[src/rtl/eqf_pkg.sv]
// Shared types and constants for the fixed-square eight queens enumerator.
`default_nettype none
package eqf_pkg;

  localparam int BoardN    = 8;
  localparam int RowW      = $clog2(BoardN);
  localparam int DiagN     = 2 * BoardN - 1;
  localparam int ColW      = $clog2(BoardN + 1);
  localparam int SolNumW   = 7;

  // One query: the square that must hold a queen, one-based.
  typedef struct packed {
    logic [3:0] queen_row;
    logic [3:0] queen_col;
  } in_t;

  // One placement: row of the queen per column, one-based.
  typedef struct packed {
    logic [3:0]         row_c1;
    logic [3:0]         row_c2;
    logic [3:0]         row_c3;
    logic [3:0]         row_c4;
    logic [3:0]         row_c5;
    logic [3:0]         row_c6;
    logic [3:0]         row_c7;
    logic [3:0]         row_c8;
    logic [SolNumW-1:0] solution_number;
    logic               last_of_run;
  } out_t;

  // Zero-based row per column, index 0 is column one.
  typedef logic [BoardN-1:0][RowW-1:0] board_t;

  // Search events from the sequencer.
  typedef struct packed {
    logic found;
    logic done;
  } evt_t;

endpackage
`default_nettype wire

[src/rtl/eqf_pick.sv]
// Row picker: lowest free row at or above a start row in one column.
`default_nettype none
module eqf_pick (
  input  wire logic [eqf_pkg::RowW-1:0]    col,
  input  wire logic [eqf_pkg::ColW-1:0]    start_row,
  input  wire logic [eqf_pkg::BoardN-1:0]  rows_used,
  input  wire logic [eqf_pkg::DiagN-1:0]   diag_a,
  input  wire logic [eqf_pkg::DiagN-1:0]   diag_b,
  input  wire logic [eqf_pkg::RowW-1:0]    fix_row,
  input  wire logic [eqf_pkg::RowW-1:0]    fix_col,
  output logic                             ok,
  output logic [eqf_pkg::RowW-1:0]         row
);
  import eqf_pkg::*;

  logic [BoardN-1:0] da_w;
  logic [BoardN-1:0] db_w;
  logic [BoardN-1:0] ge_mask;
  logic [BoardN-1:0] fix_mask;
  logic [BoardN-1:0] free_w;

  // Diagonal a index is row - col + BoardN-1, diagonal b index is row + col.
  assign da_w     = BoardN'(diag_a >> (RowW'(BoardN - 1) - col));
  assign db_w     = BoardN'(diag_b >> col);
  assign ge_mask  = {BoardN{1'b1}} << start_row;
  assign fix_mask = (col == fix_col) ? (BoardN'(1) << fix_row) : {BoardN{1'b1}};
  assign free_w   = ~rows_used & ~da_w & ~db_w & ge_mask & fix_mask;

  // Priority encode, lowest row wins.
  always_comb begin
    ok  = |free_w;
    row = '0;
    for (int r = BoardN - 1; r >= 0; r--) begin
      if (free_w[r]) begin
        row = RowW'(r);
      end
    end
  end

endmodule
`default_nettype wire

[src/rtl/eqf_search.sv]
// Backtracking sequencer: walks the placement tree one step per cycle.
`default_nettype none
module eqf_search (
  input  wire logic                       clk,
  input  wire logic                       rst_n,
  input  wire logic                       go,
  input  wire logic [eqf_pkg::RowW-1:0]   go_row,
  input  wire logic [eqf_pkg::RowW-1:0]   go_col,
  output eqf_pkg::evt_t                   evt,
  output eqf_pkg::board_t                 board
);
  import eqf_pkg::*;

  typedef enum logic {
    S_IDLE,
    S_RUN
  } state_t;

  state_t              state_r,  state_nxt;
  logic [ColW-1:0]     col_r,    col_nxt;
  logic [ColW-1:0]     row_r,    row_nxt;
  board_t              place_r,  place_nxt;
  logic [BoardN-1:0]   rows_r,   rows_nxt;
  logic [DiagN-1:0]    da_r,     da_nxt;
  logic [DiagN-1:0]    db_r,     db_nxt;
  logic [RowW-1:0]     fix_row_r, fix_col_r;
  evt_t                evt_nxt;

  logic                pick_ok;
  logic [RowW-1:0]     pick_row;
  logic [RowW-1:0]     cur_col;
  logic [RowW-1:0]     prev_col;
  logic [RowW-1:0]     prev_row;

  assign cur_col  = col_r[RowW-1:0];
  assign prev_col = RowW'(col_r - ColW'(1));
  assign prev_row = place_r[prev_col];

  eqf_pick u_pick (
    .col       (cur_col),
    .start_row (row_r),
    .rows_used (rows_r),
    .diag_a    (da_r),
    .diag_b    (db_r),
    .fix_row   (fix_row_r),
    .fix_col   (fix_col_r),
    .ok        (pick_ok),
    .row       (pick_row)
  );

  always_comb begin
    state_nxt = state_r;
    col_nxt   = col_r;
    row_nxt   = row_r;
    place_nxt = place_r;
    rows_nxt  = rows_r;
    da_nxt    = da_r;
    db_nxt    = db_r;
    evt_nxt   = '0;
    unique case (state_r)
      S_IDLE: begin
        if (go) begin
          state_nxt = S_RUN;
          col_nxt   = '0;
          row_nxt   = '0;
          rows_nxt  = '0;
          da_nxt    = '0;
          db_nxt    = '0;
        end
      end
      S_RUN: begin
        if (col_r != ColW'(BoardN) && pick_ok) begin
          // Place a queen and advance to the next column.
          place_nxt[cur_col] = pick_row;
          rows_nxt = rows_r | (BoardN'(1) << pick_row);
          da_nxt   = da_r | (DiagN'(1) << (ColW'(pick_row) + ColW'(RowW'(BoardN - 1) - cur_col)));
          db_nxt   = db_r | (DiagN'(1) << (ColW'(pick_row) + ColW'(cur_col)));
          col_nxt  = col_r + ColW'(1);
          row_nxt  = '0;
        end else if (col_r == '0) begin
          // Column one exhausted: search complete.
          evt_nxt.done = 1'b1;
          state_nxt    = S_IDLE;
        end else begin
          // Full board reached or column exhausted: retreat, reporting a full board.
          evt_nxt.found = (col_r == ColW'(BoardN));
          rows_nxt = rows_r & ~(BoardN'(1) << prev_row);
          da_nxt   = da_r & ~(DiagN'(1) << (ColW'(prev_row) + ColW'(RowW'(BoardN - 1) - prev_col)));
          db_nxt   = db_r & ~(DiagN'(1) << (ColW'(prev_row) + ColW'(prev_col)));
          col_nxt  = col_r - ColW'(1);
          row_nxt  = ColW'(prev_row) + ColW'(1);
        end
      end
      default: state_nxt = S_IDLE;
    endcase
  end

  always_ff @(posedge clk) begin
    if (!rst_n) begin
      state_r <= S_IDLE;
      evt     <= '0;
    end else begin
      state_r <= state_nxt;
      evt     <= evt_nxt;
    end
    col_r   <= col_nxt;
    row_r   <= row_nxt;
    place_r <= place_nxt;
    rows_r  <= rows_nxt;
    da_r    <= da_nxt;
    db_r    <= db_nxt;
    if (state_r == S_IDLE && go) begin
      fix_row_r <= go_row;
      fix_col_r <= go_col;
    end
  end

  // Board as it stood when the found event was raised.
  always_ff @(posedge clk) begin
    board <= place_r;
  end

endmodule
`default_nettype wire

[src/rtl/eight_queens_fixed_square_enum.sv]
// Top level of the fixed-square eight queens enumerator.
//
// Channel   Direction  Handshake                      Payload
// query     in         start & !busy transfers        in_data  (eqf_pkg::in_t)
// result    out        out_valid, one-cycle strobe    out_data (eqf_pkg::out_t)
//
// A query occupies the block from its transfer until its last result is shown;
// busy stays high throughout. The sequencer takes one step per cycle: one queen
// placed, one retreat, or one retreat that also reports a full placement.
// A square off the board yields no result and leaves busy low.
// Synchronous active-low reset clears control state only.
// The receiver cannot stall: out_valid flags each result for exactly one cycle.
`default_nettype none
module eight_queens_fixed_square_enum (
  input  wire logic            clk,
  input  wire logic            rst_n,
  input  wire logic            start,
  input  wire eqf_pkg::in_t    in_data,
  output logic                 busy,
  output logic                 out_valid,
  output eqf_pkg::out_t        out_data
);
  import eqf_pkg::*;

  logic              busy_r;
  logic              out_valid_r;
  out_t              out_data_r;
  out_t              hold_r;       // latest placement, waits until we know if it is last
  logic              hold_vld_r;
  logic [SolNumW-1:0] count_r;

  logic              accept;
  logic              on_board;
  logic              go;
  evt_t              evt;
  board_t            board;
  out_t              fresh;
  out_t              held_last;

  assign on_board = (in_data.queen_row >= 4'd1) && (in_data.queen_row <= 4'(BoardN)) &&
                    (in_data.queen_col >= 4'd1) && (in_data.queen_col <= 4'(BoardN));
  assign accept   = start && !busy_r;
  // Squares off the board are taken and dropped: no search, no result.
  assign go       = accept && on_board;

  eqf_search u_search (
    .clk    (clk),
    .rst_n  (rst_n),
    .go     (go),
    .go_row (RowW'(in_data.queen_row - 4'd1)),
    .go_col (RowW'(in_data.queen_col - 4'd1)),
    .evt    (evt),
    .board  (board)
  );

  // Convert the zero-based board to a one-based result record.
  always_comb begin
    fresh.row_c1          = {1'b0, board[0]} + 4'd1;
    fresh.row_c2          = {1'b0, board[1]} + 4'd1;
    fresh.row_c3          = {1'b0, board[2]} + 4'd1;
    fresh.row_c4          = {1'b0, board[3]} + 4'd1;
    fresh.row_c5          = {1'b0, board[4]} + 4'd1;
    fresh.row_c6          = {1'b0, board[5]} + 4'd1;
    fresh.row_c7          = {1'b0, board[6]} + 4'd1;
    fresh.row_c8          = {1'b0, board[7]} + 4'd1;
    fresh.solution_number = count_r + SolNumW'(1);
    fresh.last_of_run     = 1'b0;
  end

  // Held placement marked as the final one of the run.
  always_comb begin
    held_last             = hold_r;
    held_last.last_of_run = 1'b1;
  end

  // Hold each placement back until the next search event: a newer placement
  // proves the held one is not last, the done event proves it is.
  always_ff @(posedge clk) begin
    if (!rst_n) begin
      busy_r      <= 1'b0;
      out_valid_r <= 1'b0;
      hold_vld_r  <= 1'b0;
      count_r     <= '0;
    end else begin
      out_valid_r <= (evt.found || evt.done) && hold_vld_r;
      if (go) begin
        busy_r     <= 1'b1;
        hold_vld_r <= 1'b0;
        count_r    <= '0;
      end else if (evt.found) begin
        hold_vld_r <= 1'b1;
        count_r    <= count_r + SolNumW'(1);
      end else if (evt.done) begin
        busy_r     <= 1'b0;
        hold_vld_r <= 1'b0;
      end
    end
    if (evt.found) begin
      hold_r     <= fresh;
      out_data_r <= hold_r;
    end else if (evt.done) begin
      out_data_r <= held_last;
    end
  end

  assign busy      = busy_r;
  assign out_valid = out_valid_r;
  assign out_data  = out_data_r;

  // The sequencer never reports a placement and completion in the same cycle.
  a_evt_excl: assert property (@(posedge clk) disable iff (!rst_n)
    !(evt.found && evt.done))
    else $error("found and done raised together");

  // The final result of a run is shown only once the block is free again.
  a_last_idle: assert property (@(posedge clk) disable iff (!rst_n)
    out_valid_r && out_data_r.last_of_run |-> !busy_r)
    else $error("last result shown while busy");

  // A query on the board occupies the block from the next cycle.
  a_go_busy: assert property (@(posedge clk) disable iff (!rst_n)
    go |=> busy_r)
    else $error("query on board did not set busy");

  // Search events only arise while a query is in progress.
  a_evt_busy: assert property (@(posedge clk) disable iff (!rst_n)
    evt.found || evt.done |-> busy_r)
    else $error("search event while idle");

endmodule
`default_nettype wire

[config.mk]
export PLATFORM = sky130hd
export DESIGN_NAME = eight_queens_fixed_square_enum
export DESIGN_NICKNAME = d
export VERILOG_FILES = /design/src/rtl/eqf_pkg.sv /design/src/rtl/eqf_pick.sv /design/src/rtl/eqf_search.sv /design/src/rtl/eight_queens_fixed_square_enum.sv
export SDC_FILE = /design/constraint.sdc
export NUM_CORES = 1
export LEC_CHECK = 0
export ABC_AREA = 1
export BUFFER_PORTS_ARGS = -buffer_cell sky130_fd_sc_hd__buf_2
export CORE_MARGIN = 10
export CORE_UTILIZATION = 37
export CTS_CLUSTER_SIZE = 10
export DETAILED_ROUTE_END_ITERATION = 10
export SYNTH_ARGS = -nofsm -noshare
export SYNTH_HDL_FRONTEND = slang
export SYNTH_SLANG_ARGS = --single-unit
[constraint.sdc]
create_clock -name clk -period 4.3 [get_ports clk]
set_input_delay 0.215 -clock clk [delete_from_list [all_inputs] [get_ports clk]]
set_output_delay 0.215 -clock clk [all_outputs]
set_load 0.005 [all_outputs]
==> impl_metrics.toml <==
[clock_network]
postCtsHoldBufs = 0
clock-sinks = 192
htreeDepth = 4
clk_latency_ps = 430
clk_path_buf_depth = 2
clockRootBuffer = "clkbuf_16"
cts_tree = "yes"
cts_buffers = 17
path_clk_slew_ps = 80

[logic_synthesis]
synth.avg_cell_area_um2 = 9.92
syn_inst = 929
ys_types = 38
netlist_area_mm2 = 0.00922
ys_seq_elements = 192
yosysTopAreaCellShare_pct = 50.5
synth_edf_count = 155
yosysTopAreaCell = "edfxtp_1"
async_reset_ff_share_pct = 0
synthesis.nets = 978
synth_commonest_cells = "nand2_1 (170), edfxtp_1 (155), inv_1 (93), nor2_1 (83), a21oi_1 (68)"
synthFlopType = "edfxtp_1"
synth.most_common_cell = "nand2_1"
synth_area_leaders = "edfxtp_1 (51%), dfxtp_1 (8.0%), nand2_1 (6.9%), ha_1 (4.6%), inv_1 (3.8%)"
ys_seq_area_share_pct = 58.5
yosysWarnings = 0

[layout]
syn_to_final_growth_pct = 14.9
drive_gt1_share_pct = 15.2
fin_nets = 1051
multi_input_area_mm2 = 0.00333
diodes = 0
seq_area_mm2 = 0.00540
nFillCells = 2375
post-route-util_pct = 43.4

[routing]
dr.first_iter.drc_count = 447
vias = 6763
drt-total-wl_um = 21800
via_per_inst = 5.05
firstDrtPassIters = 5
detail-route-antenna-nets = 0
wl_per_cell_um = 16.3
drc = 0

[timing]
tightest_slew_ps = 693
rsz0062_at_grt = "false"
fin_crit_sh_pct = 92.2
drv_slew = 0
min_period_ps = 3970
hold_viol_final = 0
max_freq_ghz = 0.252
finClkSkew_ps = 16.7
final-setup-viol-count = 0
relSlewSlack_pct = 53.7
finalSetupTns_ps = 0

[placement]
dp_hpwl_um = 16000
portBuffers = 52
place_congestion = 0.954

[setup_path]
slowest_stage = "fa_1"
cp.required_ps = 4590
r2r-start = "u_search.col_r[1]$_SDFFCE_PN0P_"
crit_path_max_incr_delay_ps = 700
worst-path-max-fanout = 11
crit_end = "u_search.da_r[6]$_SDFFCE_PN0P_"
cp.arrival_ps = 4250
path_class = "reg -> reg"
path_cells = "buf_4 -> nor2_2 -> nand2_2 -> o21ai_0 -> nor2_1 -> nand2_1 -> nor2_1 -> nand2_1 -> nand2_1 -> nand2_1 -> nand2_1 -> nand2_1 -> nand2_1 -> nand2_1 -> inv_1 -> ha_1 -> fa_1 -> inv_1 -> nor3_1 -> a21oi_1 -> nor2_1"
end_kind = "flop"
critPathLaunchType = "flop"
cp_top_family = "simple AND/OR/NAND/NOR gates"
rr_endpoint = "u_search.da_r[6]$_SDFFCE_PN0P_"
r2r_slack_ps = 330
crit_path_start = "u_search.col_r[1]$_SDFFCE_PN0P_"
r2r_cells = 21
crit_path_frequent_cell = "nand2_1"
cp.buffers_inverters = 3
path_depth = 21

[flow_run]
drv_cap = 0

[global_routing]
globalRouteOverflowTotal = 0
grt_pass1_wl_um = 34900
grt_pass1_vias = 6603
grt_max_degree = 61
antenna_found_initial = 0
grtUsageTotal_pct = 14.0

[floorplanning]
core_area_mm2 = 0.0244
die_y_um = 178
io_pins = 53
dieArea_mm2 = 0.0316
row_count = 57
fp.dieW_um = 178
start_util_pct = 37.8

[status]
status = "completed"

[pwr]
ir_drop_v = 0.000273
p_leak_nw = 4.23
power_density_mw_per_mm2 = 452

[min_path]
hold_path.class = "in -> reg"
==> repair_timing <==
action                     in CTS  in global routing
setup endpoints to repair       0                 21
buffers inserted                0                  6
resized for setup               0                  8
==> cell type report <==
cell class | count | area share (%)
Clock buffer | 18 | 4.05
Clock inverter | 14 | 1.51
Inverter | 101 | 3.58
Multi-Input combinational cell | 611 | 31.5
Sequential cell | 192 | 51.0
Tap cell | 324 | 3.83
Timing Repair Buffer | 79 | 4.61
==> worst min path at each step <==
stage / to / cells after the start / start / slack, ps
2_1_floorplan: out_valid$_SDFF_PN0_ / 2 / rst_n / 340
3_3_place_gp: u_search.board[1]$_DFF_P_ / 0 / u_search.place_r[1]$_DFFE_PP_ / 360
3_5_place_dp: u_search.board[7]$_DFF_P_ / 0 / u_search.place_r[7]$_DFFE_PP_ / 360
4_1_cts: out_valid$_SDFF_PN0_ / 3 / rst_n / 40
5_1_grt: out_valid$_SDFF_PN0_ / 3 / rst_n / 60
6_report: out_valid$_SDFF_PN0_ / 3 / rst_n / 50
==> per-stage QoR <==
stage / total power, mW / worst slack [ps] / hold slack [ps] / cell area, um2 / cells
2_1_floorplan: 2.88 / 358 / 341 / 9220 / 929
3_3_place_gp: 3.21 / 172 / 360 / 9920 / 1301
3_5_place_dp: 3.21 / 134 / 363 / 9920 / 1301
4_1_cts: 4.77 / 111 / 38.8 / 10500 / 1333
5_1_grt: 5.03 / 8.66 / 64.5 / 10600 / 1339
6_report: 4.79 / 333 / 52.5 / 10600 / 1339
==> worst reg2reg max path, delay by kind of cell, from the launching register on <==
| kind | cells | cell delay [ps] |
|---|---|---|
| AO/OA/AOI/OAI | 2 | 320 |
| adder cells (fa/ha/maj) | 2 | 970 |
| buffers and inverters | 3 | 460 |
| flip-flops | 1 | 450 |
| AND/OR/NAND/NOR | 14 | 1620 |
==> registers in the layout (all words and copies together) (netlist names), 2 cells and up <==
name                flops
u_search.rows_r         8
u_search.row_r          4
out_data               40
u_search.evt            2
u_search.fix_row_r      3
u_search.board         24
u_search.place_r       24
u_search.da_r          15
held_last              39
u_search.db_r          15
u_search.fix_col_r      3
count_r                 7
u_search.col_r          4
==> power breakdown <==
| group | total (mW) | switching (mW) | internal (mW) |
|---|---|---|---|
| logic | 1.11 | 0.772 | 0.338 |
| clock network | 1.57 | 0.783 | 0.787 |
| registers | 2.11 | 0.0411 | 2.06 |
==> cells by family (layout without fill, tap and decap cells) <==
kind of cell | Yosys count | in the layout | synth area share (%)
AO/OA/AOI/OAI | 158 | 158 | 9.46
XOR/XNOR | 24 | 24 | 2.28
adder cells (fa/ha/maj) | 38 | 38 | 5.48
buffers and inverters | 126 | 212 | 5.77
flip-flops | 192 | 192 | 58.5
AND/OR/NAND/NOR | 391 | 391 | 18.5
==> metal layers <==
layer | up-vias | part of all wire (%) | track usage [%]
li1 | 3336 | - | -
met1 | 3169 | 44 | 17.8
met2 | 225 | 48 | 22.8
met3 | 33 | 5.8 | 2.80
met4 | 0 | 2.4 | 5.52
met5 | - | 0 | 0
==> cell usage in the layout (no fill, tap or decap), types with 17 or more instances in the layout <==
master / count
nor3_1: 52
nand2_1: 168
buf_2: 52
clkbuf_16: 17
o21ai_0: 34
dfxtp_1: 36
nand3_1: 51
o21ai_1: 24
a21oi_1: 68
edfxtp_1: 155
ha_1: 34
nor2_1: 83
inv_1: 93
buf_4: 25
xor2_1: 18
(Power assumes the default switching activity.)
